File: config.mk
export PLATFORM = sky130hd
export DESIGN_NAME = cartridge_bank_mapper_unit
export DESIGN_NICKNAME = d
export VERILOG_FILES = /design/src/rtl/core/cbm_pkg.sv /design/src/rtl/core/cbm_bank_regs.sv /design/src/rtl/core/cbm_translate.sv /design/src/rtl/core/cartridge_bank_mapper_unit.sv
export SDC_FILE = /design/constraint.sdc
export NUM_CORES = 1
export LEC_CHECK = 0
export ABC_CLOCK_PERIOD_IN_PS = 9600
export BUFFER_PORTS_ARGS = -buffer_cell sky130_fd_sc_hd__clkbuf_2
export CELL_PAD_IN_SITES_DETAIL_PLACEMENT = 1
export CELL_PAD_IN_SITES_GLOBAL_PLACEMENT = 2
export CORE_UTILIZATION = 33
export DETAILED_ROUTE_END_ITERATION = 8
export PLACE_DENSITY = 0.95
export SLEW_MARGIN = 40
export SYNTH_ARGS = -nofsm -noshare
export SYNTH_HDL_FRONTEND = slang
export SYNTH_HIERARCHICAL = 1
export SYNTH_SLANG_ARGS = --single-unit
File: constraint.sdc
create_clock -name clk -period 9.6 [get_ports clk]
set_input_delay 1.44 -clock clk [delete_from_list [all_inputs] [get_ports clk]]
set_output_delay 1.44 -clock clk [all_outputs]
set_load 0.05 [all_outputs]
File: src/rtl/core/cbm_pkg.sv
// cbm_pkg: shared types and constants for the cartridge bank mapper
// holds word structs, region codes, controller kinds and address limits
// no dependencies
`timescale 1ns / 1ps
`default_nettype none

package cbm_pkg;

  localparam int unsigned ROM_BANK_COUNT_DEF = 128;
  localparam int unsigned RAM_BANK_COUNT_DEF = 4;

  localparam int unsigned ADDR_W   = 16;
  localparam int unsigned DATA_W   = 8;
  localparam int unsigned PHYS_W   = 21;
  localparam int unsigned ROMBNK_W = 7;
  localparam int unsigned RAMBNK_W = 2;
  localparam int unsigned KIND_W   = 2;
  localparam int unsigned PADDR_W  = 3;
  localparam int unsigned PDATA_W  = 32;

  // config register byte address of the controller kind register
  localparam logic [PADDR_W-1:0] REG_MBC_KIND = 3'd0;

  // controller kinds
  localparam logic [KIND_W-1:0] KIND_NONE = 2'd0;
  localparam logic [KIND_W-1:0] KIND_MBC1 = 2'd1;
  localparam logic [KIND_W-1:0] KIND_MBC2 = 2'd2;

  // access kinds
  localparam logic ACT_READ  = 1'b0;
  localparam logic ACT_WRITE = 1'b1;

  typedef enum logic [2:0] {
    REGION_ROM     = 3'd0,
    REGION_RAM     = 3'd1,
    REGION_FIXED   = 3'd2,
    REGION_BANKREG = 3'd3,
    REGION_DROPPED = 3'd4
  } region_t;

  // bus address limits
  localparam logic [ADDR_W-1:0] ADDR_ROMB_LO = 16'h4000;
  localparam logic [ADDR_W-1:0] ADDR_ROMB_HI = 16'h8000;
  localparam logic [ADDR_W-1:0] ADDR_RAM_LO  = 16'hA000;
  localparam logic [ADDR_W-1:0] ADDR_RAM_HI  = 16'hC000;
  localparam logic [ADDR_W-1:0] ADDR_RSV_LO  = 16'hFEA0;
  localparam logic [ADDR_W-1:0] ADDR_RSV_HI  = 16'hFEFF;

  // ram enable nibble codes
  localparam logic [3:0] RAM_EN_CODE  = 4'hA;
  localparam logic [3:0] RAM_DIS_CODE = 4'h0;

  typedef struct packed {
    logic              action;
    logic [ADDR_W-1:0] address;
    logic [DATA_W-1:0] data;
  } req_word_t;

  typedef struct packed {
    logic [2:0]          region;
    logic [PHYS_W-1:0]   physical_address;
    logic [ROMBNK_W-1:0] rom_bank_now;
    logic [RAMBNK_W-1:0] ram_bank_now;
  } rsp_word_t;

  typedef struct packed {
    logic [ROMBNK_W-1:0] rom_bank;
    logic [RAMBNK_W-1:0] ram_bank;
    logic                ram_enabled;
    logic                rom_banking_mode;
  } bank_state_t;

endpackage

`default_nettype wire

File: src/rtl/core/cbm_bank_regs.sv
// cbm_bank_regs: bank register file of the mapper and its write decode
// depends on cbm_pkg
`timescale 1ns / 1ps
`default_nettype none

module cbm_bank_regs
  import cbm_pkg::*;
(
  input  wire logic              clk,
  input  wire logic              rst,
  input  wire logic              update,
  input  wire req_word_t         word,
  input  wire logic [KIND_W-1:0] kind,
  output bank_state_t            state,
  output bank_state_t            state_next
);

  bank_state_t regs;
  logic        mbc1;
  logic        mbc2;
  logic        bank_wr;
  logic [3:0]  nib;
  logic        rom_chg;
  logic [ROMBNK_W-1:0] rom_raw;

  assign mbc1    = (kind == KIND_MBC1);
  assign mbc2    = (kind == KIND_MBC2);
  assign bank_wr = (word.action == ACT_WRITE) && (word.address < ADDR_ROMB_HI);
  assign nib     = word.data[3:0];

  always_comb begin
    state_next = regs;
    rom_chg    = 1'b0;
    rom_raw    = regs.rom_bank;
    if (bank_wr) begin
      unique case (word.address[14:13])
        2'd0: begin
          // ram enable, mbc2 ignores writes with address bit 8 set
          if (mbc1 || (mbc2 && !word.address[8])) begin
            if (nib == RAM_EN_CODE) begin
              state_next.ram_enabled = 1'b1;
            end else if (nib == RAM_DIS_CODE) begin
              state_next.ram_enabled = 1'b0;
            end
          end
        end
        2'd1: begin
          if (mbc2) begin
            rom_raw = {3'b000, word.data[3:0]};
            rom_chg = 1'b1;
          end else if (mbc1) begin
            rom_raw = {regs.rom_bank[6:5], word.data[4:0]};
            rom_chg = 1'b1;
          end
        end
        2'd2: begin
          if (mbc1) begin
            if (regs.rom_banking_mode) begin
              rom_raw = {word.data[1:0], regs.rom_bank[4:0]};
              rom_chg = 1'b1;
            end else begin
              state_next.ram_bank = word.data[1:0];
            end
          end
        end
        default: begin
          if (mbc1) begin
            state_next.rom_banking_mode = !word.data[0];
            if (!word.data[0]) begin
              state_next.ram_bank = '0;
            end
          end
        end
      endcase
    end
    // bank zero maps to bank one
    if (rom_chg) begin
      state_next.rom_bank = (rom_raw == '0) ? ROMBNK_W'(1) : rom_raw;
    end
  end

  always_ff @(posedge clk) begin
    if (rst) begin
      regs.rom_bank         <= ROMBNK_W'(1);
      regs.ram_bank         <= '0;
      regs.ram_enabled      <= 1'b0;
      regs.rom_banking_mode <= 1'b1;
    end else if (update) begin
      regs <= state_next;
    end
  end

  assign state = regs;

endmodule

`default_nettype wire

File: src/rtl/core/cbm_translate.sv
// cbm_translate: maps one bus access to a region and physical offset
// depends on cbm_pkg
`timescale 1ns / 1ps
`default_nettype none

module cbm_translate
  import cbm_pkg::*;
#(
  parameter int unsigned ROM_BANK_COUNT = ROM_BANK_COUNT_DEF,
  parameter int unsigned RAM_BANK_COUNT = RAM_BANK_COUNT_DEF
) (
  input  wire req_word_t   word,
  input  wire bank_state_t state,
  output region_t          region,
  output logic [PHYS_W-1:0] phys
);

  localparam int unsigned ROM_SEL_W = (ROM_BANK_COUNT > 1) ? $clog2(ROM_BANK_COUNT) : 1;
  localparam int unsigned RAM_SEL_W = (RAM_BANK_COUNT > 1) ? $clog2(RAM_BANK_COUNT) : 1;
  localparam int unsigned ROM_TBL_N = 2 ** ROMBNK_W;
  localparam int unsigned RAM_TBL_N = 2 ** RAMBNK_W;

  // bank number folded into the fitted bank count, as constant tables
  logic [ROM_SEL_W-1:0] rom_mod_tbl [ROM_TBL_N];
  logic [RAM_SEL_W-1:0] ram_mod_tbl [RAM_TBL_N];

  for (genvar i = 0; i < ROM_TBL_N; i++) begin : g_rom_tbl
    assign rom_mod_tbl[i] = ROM_SEL_W'(i % ROM_BANK_COUNT);
  end
  for (genvar j = 0; j < RAM_TBL_N; j++) begin : g_ram_tbl
    assign ram_mod_tbl[j] = RAM_SEL_W'(j % RAM_BANK_COUNT);
  end

  logic [ROM_SEL_W-1:0] rom_sel;
  logic [RAM_SEL_W-1:0] ram_sel;
  logic [PHYS_W-1:0]    rom_off;
  logic [PHYS_W-1:0]    ram_off;
  logic [PHYS_W-1:0]    bus_addr;
  logic                 in_romb;
  logic                 in_ram;
  logic                 in_rsv;

  assign rom_sel  = rom_mod_tbl[state.rom_bank];
  assign ram_sel  = ram_mod_tbl[state.ram_bank];
  assign rom_off  = PHYS_W'({rom_sel, word.address[13:0]});
  assign ram_off  = PHYS_W'({ram_sel, word.address[12:0]});
  assign bus_addr = PHYS_W'(word.address);

  assign in_romb = (word.address >= ADDR_ROMB_LO) && (word.address < ADDR_ROMB_HI);
  assign in_ram  = (word.address >= ADDR_RAM_LO) && (word.address < ADDR_RAM_HI);
  assign in_rsv  = (word.address >= ADDR_RSV_LO) && (word.address < ADDR_RSV_HI);

  always_comb begin
    region = REGION_FIXED;
    phys   = bus_addr;
    if (word.action == ACT_WRITE) begin
      if (word.address < ADDR_ROMB_HI) begin
        region = REGION_BANKREG;
      end else if (in_ram) begin
        if (state.ram_enabled) begin
          region = REGION_RAM;
          phys   = ram_off;
        end else begin
          region = REGION_DROPPED;
          phys   = '0;
        end
      end else if (in_rsv) begin
        region = REGION_DROPPED;
        phys   = '0;
      end
    end else begin
      if (in_romb) begin
        region = REGION_ROM;
        phys   = rom_off;
      end else if (in_ram) begin
        region = REGION_RAM;
        phys   = ram_off;
      end
    end
  end

endmodule

`default_nettype wire

File: src/rtl/core/cartridge_bank_mapper_unit.sv
// cartridge_bank_mapper_unit: top level of the cartridge bank mapper
// depends on cbm_pkg, cbm_bank_regs and cbm_translate
`timescale 1ns / 1ps
`default_nettype none

// Translates one cpu bus access word per clock, while not stalled, into a
// target region and a physical rom or ram offset, the way an mbc1 or mbc2
// cartridge controller would. Request words enter an input register; as a
// word moves on, short logic decodes the access, updates the bank registers
// for writes below 0x8000 and loads the response register; a new word is
// taken every cycle while the response side keeps up. The response
// register decouples the two sides: a stalled response still lets the
// input register fill. rom_bank_now and ram_bank_now report the banks
// after the access. The controller kind lives in the single config
// register at byte address 0 (0 none, 1 mbc1, 2 mbc2, 3 behaves as none)
// and should be written only while idle. There is no memory and no
// clearing pass; bank registers come out of reset at rom bank 1, ram bank
// 0, ram disabled, rom banking mode.
module cartridge_bank_mapper_unit
  import cbm_pkg::*;
#(
  parameter int unsigned ROM_BANK_COUNT = ROM_BANK_COUNT_DEF,
  parameter int unsigned RAM_BANK_COUNT = RAM_BANK_COUNT_DEF
) (
  input  wire logic               clk,
  input  wire logic               rst,
  // request channel
  input  wire logic               req_valid,
  output logic                    req_stall,
  input  wire req_word_t          req,
  // response channel
  output logic                    rsp_valid,
  input  wire logic               rsp_stall,
  output rsp_word_t               rsp,
  // config port
  input  wire logic               psel,
  input  wire logic               penable,
  input  wire logic               pwrite,
  input  wire logic [PADDR_W-1:0] paddr,
  input  wire logic [PDATA_W-1:0] pwdata,
  output logic [PDATA_W-1:0]      prdata,
  output logic                    pready
);

  // config register
  logic [KIND_W-1:0] mbc_kind;
  logic              cfg_wr;

  assign pready = 1'b1;
  assign cfg_wr = psel && penable && pwrite && pready;

  always_ff @(posedge clk) begin
    if (rst) begin
      mbc_kind <= KIND_NONE;
    end else if (cfg_wr && (paddr == REG_MBC_KIND)) begin
      mbc_kind <= pwdata[KIND_W-1:0];
    end
  end

  // only register 0 exists, everything else reads as zero
  assign prdata = (paddr == REG_MBC_KIND) ? PDATA_W'(mbc_kind) : '0;

  // input register
  logic      in_valid;
  req_word_t in_word;
  logic      advance;
  logic      req_take;

  // input word moves on when the response register is empty or draining
  assign advance   = in_valid && (!rsp_valid || !rsp_stall);
  assign req_stall = in_valid && !advance;
  assign req_take  = req_valid && !req_stall;

  always_ff @(posedge clk) begin
    if (rst) begin
      in_valid <= 1'b0;
    end else if (req_take) begin
      in_valid <= 1'b1;
    end else if (advance) begin
      in_valid <= 1'b0;
    end
  end

  always_ff @(posedge clk) begin
    if (req_take) begin
      in_word <= req;
    end
  end

  // bank registers, updated as the word moves to the response register
  bank_state_t bank_cur;
  bank_state_t bank_next;

  cbm_bank_regs u_bank_regs (
    .clk        (clk),
    .rst        (rst),
    .update     (advance),
    .word       (in_word),
    .kind       (mbc_kind),
    .state      (bank_cur),
    .state_next (bank_next)
  );

  // address translation uses the banks as they stand before this word
  region_t           xl_region;
  logic [PHYS_W-1:0] xl_phys;

  cbm_translate #(
    .ROM_BANK_COUNT (ROM_BANK_COUNT),
    .RAM_BANK_COUNT (RAM_BANK_COUNT)
  ) u_translate (
    .word   (in_word),
    .state  (bank_cur),
    .region (xl_region),
    .phys   (xl_phys)
  );

  // response register
  always_ff @(posedge clk) begin
    if (rst) begin
      rsp_valid <= 1'b0;
    end else if (advance) begin
      rsp_valid <= 1'b1;
    end else if (!rsp_stall) begin
      rsp_valid <= 1'b0;
    end
  end

  always_ff @(posedge clk) begin
    if (advance) begin
      rsp.region           <= xl_region;
      rsp.physical_address <= xl_phys;
      rsp.rom_bank_now     <= bank_next.rom_bank;
      rsp.ram_bank_now     <= bank_next.ram_bank;
    end
  end

endmodule

`default_nettype wire
==> results of run 1 <==
-- path summary, 6_finish.rpt --
check / start / end / slack, ns
min: in_valid / rsp_valid / 0.52
max reg2reg: in_word[22] / u_bank_regs/state[9] / 6.87
min reg2reg: in_valid / rsp_valid / 0.52
max: paddr[1] / prdata[0] / 5.98
-- state kept, by name, indices dropped and copies added (netlist names) --
name and count:
rsp 33, in_word 22, in_valid 1, rsp_valid 1, mbc_kind 2, u_bank_regs/state 11
-- routing by layer --
| metal | vias up | track usage [%] |
|---|---|---|
| met5 | - | 0 |
| met4 | 0 | 7.246 |
| met3 | 12 | 3.398 |
| met2 | 78 | 23.49 |
| met1 | 1149 | 18.36 |
| li1 | 1149 | - |
-- area by class of cell --
type / count / area share (%)
Clock inverter: 4 / 1.271
Tap cell: 133 / 4.226
Sequential cell: 70 / 49.57
Multi-Input combinational cell: 196 / 31.46
Timing Repair Buffer: 71 / 9.088
Inverter: 10 / 0.9533
Clock buffer: 12 / 3.432
-- report_power, final --
part           leakage [nW]  total, mW  switching, mW  internal, mW
clock network        0.0866      0.228          0.108         0.120
registers             0.648      0.351        0.00989         0.341
logic                 0.813     0.0890         0.0710        0.0179
total                  1.55      0.667          0.189         0.479
-- metrics by stage --
| step | hold slack (ns) | power [mW] |
|---|---|---|
| global route | 0.5427 | 0.6940 |
| floorplan | 0.4444 | 0.4340 |
| detailed placement | 0.4966 | 0.4471 |
| finish | 0.5181 | 0.6674 |
| global placement | 0.4679 | 0.4441 |
| CTS | 0.5136 | 0.6755 |
-- critical path, cell delays in order --
cell and delay, ns:
clkbuf_2 0.09, nor3_2 0.21, and2_2 0.17, clkbuf_2 0.27
==> flow_metrics.tcl, run 1 <==
set metrics [dict create \
    required_ns 8.16 \
    gp_congestion 0.7391 \
    worst_pin_slew_ns 0.8351 \
    setup_slack_ns 5.985 \
    status "complete, no violations" \
    dr.pass1.iters 4 \
    viasPerCell 4.815 \
    cts_resized 0 \
    post-place-cells 480 \
    multi_input_area_sq_um 1239 \
    stdcell_area_sq_um 3938 \
    port_buffers 70 \
    start_util_pct 34.41 \
    grt_antenna_before_repair 0 \
    final_cell_mix "clkbuf_2, edfxtp_1, conb_1" \
    nets 432 \
    reg2regPathDepth 7 \
    netlist_instances 291 \
    slew_violations 0 \
    avgRoutedWirePerCell_microns 14.97 \
    hold_viol 0 \
    p_leak_nw 1.548 \
    start_kind "primary input" \
    fin_crit_ns 3.615 \
    h-tree-depth 3 \
    fin_util_pct 39.73 \
    maxCapViolCount 0 \
    post_cts_buffers 0 \
    ios 135 \
    setup_viol 0 \
    slew_headroom_pct 43.91 \
    cts.sinks 70 \
    fmax_ghz 0.2766 \
    drt_iter0_drc 151 \
    wl_mm 7.425 \
    hold_class "reg -> reg" \
    yosysWarnings 6 \
    place_area_sq_um 3752 \
    crit_arrival_ns 2.18 \
    clk_path_buf_depth 2 \
    ant_nets 0 \
    fin_setup_tns_ns 0 \
    rsz0062_at_grt "false" \
    wl_met1_mm 3.387 \
    cp-end-kind "output pin" \
    grt_pass1_wl_mm 12.40 \
    pre_cts_ws_ns 5.984 \
    core_area_sq_um 9910 \
    min_path_cells 2 \
    path_max_fanout 3 \
    top_layer "met4" \
    area_delta_synth_final_pct 15.49 \
    mappedNetlistArea_sq_um 3410 \
    post-route-drc-count 0 \
    postCtsHoldBufs 0 \
    criticalPathCategory "in -> out" \
    rows 36 \
    insertion_delay_ns 0.34 \
    avgSynthCellArea_sq_um 11.72 \
    register_area_sq_um 1952 \
    clk_pin_slew_ns 0.07 \
    layout.cells.non_filler 496 \
    grt-ovfl-total 0 \
    skew_ns 0.009755 \
    wl_met3_microns 327 \
    grt_max_degree 43 \
    root_buffer "clkbuf_8" \
    ir_drop_v 0.00005443 \
    fillers 1137 \
    layout.cells.most_common "clkbuf_2" \
    die_w_microns 103.6 \
    grt_util_all_layers_pct 14.59 \
    die_h_microns 103.6 \
    dp_hpwl_mm 5.298 \
    cts_buffers 9 \
    post-route-period-util_pct 37.66 \
    routed-wl-met2_mm 3.581 \
    drive_gt1_share_pct 27.55 \
    grt_pass1_vias 2441 \
    via_count 2388 \
    insertedDiodeCount 0 \
    p_per_area_nw_per_um2 169.5 \
    die-area_sq_um 10740 \
    tritoncts "done" \
]
No activity file was read; power rests on OpenSTA's default activity.
==> inputs of run 2 (changes only) <==
Settings changed: ABC_CLOCK_PERIOD_IN_PS 9600 to 3660, CORE_UTILIZATION 33 to 30, PLACE_DENSITY 0.95 to 0.88.
Clock period 9.6 ns to 3.66 ns, I/O delays scaled along.
==> run 2 against run 1 <==
Core utilization down 2.3 points. Non-clock buffer count grew 2. Die area increased by 9.8%. Total power grew to 3.1 times the previous value. First-iteration DRC count is 13% lower. Critical endpoint is now u_bank_regs/state[8].
==> flow_metrics.tcl, run 2 (same netlist as run 1, synthesis figures left out) <==
set metrics [dict create \
    start_util_pct 31.18 \
    setup_slack_ns 0.9347 \
    fmax_ghz 0.3669 \
    wl_mm 7.726 \
    die_h_microns 108.6 \
    grt_pass1_vias 2387 \
    rsz0062_at_grt "false" \
    grt_util_all_layers_pct 13.90 \
    die_w_microns 108.6 \
    finalPower_mw 2.037 \
    layout.cells.non_filler 505 \
    p_sw_uw 526.7 \
    p_leak_nw 1.624 \
    internal_power_mw 1.510 \
    post-place-cells 488 \
    worst_pin_slew_ns 0.6163 \
    setup_viol 0 \
    skew_ns 0.006876 \
    seqPwrFrac_pct 45.2 \
    port_buffers 70 \
    fin_crit_ns 2.725 \
    sw_frac_of_total_pct 25.86 \
    ios 135 \
    viasPerCell 4.768 \
    insertion_delay_ns 0.33 \
    area_delta_synth_final_pct 20.22 \
    slew_headroom_pct 58.82 \
    fillers 1234 \
    cts.sinks 70 \
    clk_path_buf_depth 2 \
    path_max_fanout 16 \
    insertedDiodeCount 0 \
    start_kind "flop" \
    rows 38 \
    hold_class "in -> reg" \
    cts_buffers 9 \
    slew_violations 0 \
    grt_max_degree 23 \
    layout.cells.most_common "clkbuf_2" \
    grt-ovfl-total 0 \
    hold_viol 0 \
    multi_input_area_sq_um 1239 \
    maxCapViolCount 0 \
    fin_setup_tns_ns 0 \
    tritoncts "done" \
    h-tree-depth 3 \
    postCtsHoldBufs 0 \
    die-area_sq_um 11800 \
    drive_gt1_share_pct 28.22 \
    largest_register "rsp" \
    dp_hpwl_mm 5.510 \
    post_cts_buffers 0 \
    nets 434 \
    p_per_area_nw_per_um2 496.9 \
    post-route-period-util_pct 74.46 \
    cp-end-kind "flop" \
    drt_iter0_drc 131 \
    avgRoutedWirePerCell_microns 15.30 \
    combPwrFrac_pct 11.7 \
    via_count 2408 \
    pre_cts_ws_ns 0.9914 \
    required_ns 3.90 \
    power_frac_clock_pct 43.0 \
    core_area_sq_um 10940 \
    crit_arrival_ns 2.97 \
    grt_pass1_wl_mm 12.30 \
    dr.pass1.iters 4 \
    ir_drop_v 0.0002560 \
    criticalPathCategory "reg -> reg" \
    largest_register_ffs 33 \
    gp_congestion 0.7599 \
    clk_pin_slew_ns 0.06 \
    post-route-drc-count 0 \
    final_cell_mix "clkbuf_2, edfxtp_1, conb_1" \
    status "complete, no violations" \
    grt_antenna_before_repair 0 \
    register_area_sq_um 1952 \
    ant_nets 0 \
    cts_resized 0 \
    root_buffer "clkbuf_16" \
]
run 2: changes by cell type in the layout (fill, tap and decap cells not counted):
cell        change
clkbuf_1        -1
clkbuf_8        -7
buf_16          +1
buf_4           +1
clkbuf_16       +9
clkinvlp_4      -1
run 2: area by class of cell:
class	count	share of cell area (%)
clock inverter	3	1.038
timing repair buffer	73	9.585
multi-input combinational	196	30.22
sequential	70	47.62
clock buffer	13	6.349
tap	140	4.274
inverter	10	0.9158
run 2: layer usage:
| metal | wire length, microns | global-route usage (%) | vias to the layer above | part of all wire [%] |
|---|---|---|---|---|
| met4 | 100 | 6.371 | 0 | 1.3 |
| met5 | 0 | 0 | - | 0 |
| li1 | - | - | 1150 | - |
| met2 | 3878 | 23.01 | 66 | 50 |
| met1 | 3375 | 17.22 | 1186 | 44 |
| met3 | 373 | 3.074 | 6 | 4.8 |
run 2: final timing paths:
check	start	to	slack [ns]	depth (start not counted)
worst min-delay path	req[0]	in_word[0]	0.39	1
worst max-delay path	in_word[22]	u_bank_regs/state[8]	0.93	7
worst min register to register	u_bank_regs/state[3]	u_bank_regs/state[3]	0.50	2
worst max register to register	in_word[22]	u_bank_regs/state[8]	0.93	7
run 2: through the flow:
stage	util (%)	hold WS, ns	area, sq um
global route	37.48	0.3850	4099
finish	37.48	0.3918	4099
detailed placement	34.65	0.4963	3789
CTS	37.41	0.3805	4091
global placement	34.35	0.4667	3756
floorplan	-	0.4446	3518
run 2: worst max-delay path, stage by stage (launching register included):
cell and delay (ns):
edfxtp_1 0.68, inv_1 0.15, ha_1 0.39, nand3b_2 0.18, a21oi_2 0.50, and2_1 0.44
nor2_1 0.07, a211oi_1 0.21
run 2: power groups by stage:
stage / combinational [mW] / clock [mW] / sequential (mW)
after CTS: 0.240 / 0.895 / 0.921
after floorplan: 0.155 / 0 / 0.983
after global placement: 0.230 / 0 / 0.936
after detailed placement: 0.239 / 0 / 0.937
final: 0.239 / 0.877 / 0.921
after global routing: 0.254 / 0.924 / 0.926
==> inputs of run 3 (changes only) <==
Settings changed: ABC_CLOCK_PERIOD_IN_PS 3660 to 2800.
Clock period 3.66 ns to 2.8 ns, I/O delays scaled along.
==> run 3 against run 2 <==
Critical path depth unchanged. Non-clock buffer count up 3. Register-to-register slack worse by 0.53 ns. Die area unchanged. Sequential power up 30%. Sequential share of layout area down 0.39 points. Critical path type unchanged. Worst hold slack worse by 0.13 ns. Highest routed layer unchanged. Combinational power up 30%.
==> flow_metrics.tcl, run 3 (same netlist as run 1, synthesis figures left out) <==
set metrics [dict create \
    rsz0062_at_grt "false" \
    fin_setup_tns_ns 0 \
    layout.cells.most_common "clkbuf_2" \
    grt_antenna_before_repair 0 \
    required_ns 3.05 \
    stdcell_area_sq_um 4133 \
    slew_violations 0 \
    setup_viol 0 \
    fmax_ghz 0.4168 \
    r2r_start "in_word[21]" \
    grt_pass1_wl_mm 11.73 \
    port_buffers 70 \
    holdCritStartpoint "req[16]" \
    wl_mm 7.533 \
    dp_hpwl_mm 5.556 \
    slew_headroom_pct 57.55 \
    crit_arrival_ns 2.64 \
    viasPerCell 4.722 \
    grt_pass1_vias 2327 \
    die_h_microns 108.6 \
    ios 135 \
    skew_ns 0.004663 \
    path_max_fanout 10 \
    fin_util_pct 37.79 \
    status "complete, no violations" \
    die-area_sq_um 11800 \
    use_met2_pct 22.38 \
    largest_register "rsp" \
    insertedDiodeCount 0 \
    hold_viol 0 \
    multi_input_area_sq_um 1234 \
    ir_drop_v 0.0003215 \
    worst_pin_slew_ns 0.6351 \
    post-route-period-util_pct 85.69 \
    maxCapViolCount 0 \
    post-route-drc-count 0 \
    grt_use_met3_pct 3.617 \
    h-tree-depth 3 \
    start_kind "flop" \
    cts_resized 0 \
    clk_path_buf_depth 2 \
    via_count 2399 \
    register_area_sq_um 1952 \
    postCtsHoldBufs 0 \
    insertion_delay_ns 0.33 \
    cts.sinks 70 \
    crit_start "in_word[21]" \
    gp_congestion 0.7627 \
    grt.met1_usage_pct 15.99 \
    criticalPathCategory "reg -> reg" \
    hold_class "in -> reg" \
    core_area_sq_um 10940 \
    cp-end-kind "flop" \
    largest_register_ffs 33 \
    drt_iter0_drc 74 \
    ant_nets 0 \
    avgRoutedWirePerCell_microns 14.83 \
    clk_pin_slew_ns 0.06 \
    post_cts_buffers 0 \
    p_per_area_nw_per_um2 675.1 \
    fin_crit_ns 2.399 \
    area_delta_synth_final_pct 21.21 \
    start_util_pct 31.18 \
    nets 437 \
    die_w_microns 108.6 \
    dr.pass1.iters 4 \
    drive_gt1_share_pct 28.80 \
    grt_util_all_layers_pct 13.45 \
    grt_busiest_layer "met2" \
    rows 38 \
    tritoncts "done" \
    grt_max_degree 23 \
    r2r_slack_ns 0.40 \
    root_buffer "clkbuf_16" \
    fillers 1225 \
    p_leak_nw 1.642 \
    final_cell_mix "clkbuf_2, edfxtp_1, conb_1" \
    place_area_sq_um 3794 \
    cts_buffers 9 \
    grt-ovfl-total 0 \
]
[run 3: path summary, 6_finish.rpt]
kind                     endpoint  cells after the start
max          u_bank_regs/state[9]                      7
min                   in_word[16]                      1
max reg2reg  u_bank_regs/state[9]                      7
min reg2reg  u_bank_regs/state[2]                      2
[run 3: stage by stage]
| stage | total power [mW] | setup WS (ns) | hold slack (ns) | cells |
|---|---|---|---|---|
| after global routing | 2.879 | 0.1945 | 0.2465 | 508 |
| final | 2.790 | 0.4007 | 0.2582 | 508 |
| after floorplan | 1.487 | 0.2899 | 0.4437 | 320 |
| after global placement | 1.526 | 0.5974 | 0.4658 | 492 |
| after detailed placement | 1.534 | 0.4597 | 0.4929 | 492 |
| after CTS | 2.816 | 0.4290 | 0.2484 | 508 |
[run 3: final cells by class]
cell class / instances / share of cell area (%)
well taps: 140 / 4.239
clock buffers: 10 / 5.540
clock inverters: 6 / 2.664
repair buffers: 76 / 9.567
multi-input cells: 196 / 29.85
flip-flops and latches: 70 / 47.23
inverters: 10 / 0.9083
[run 3: worst max-delay path: stages (launching register included)]
cell and delay, ns:
edfxtp_1 0.55, inv_1 0.13, ha_1 0.39, nand3b_2 0.18, a21oi_2 0.35, and2_1 0.41
nor2_1 0.09, a211oi_1 0.22
[run 3: per-layer routing]
layer	vias up	part of all wire, %
li1	1155	-
met1	1165	45
met2	67	49
met3	12	4.4
met4	0	2.0
met5	-	0
[run 3: where the power goes]
part / internal [mW] / leakage [nW] / switching, mW / total, mW
combinational: 0.0641 / 0.834 / 0.246 / 0.311
clock: 0.867 / 0.160 / 0.411 / 1.28
sequential: 1.17 / 0.648 / 0.0300 / 1.20
total: 2.10 / 1.64 / 0.688 / 2.79
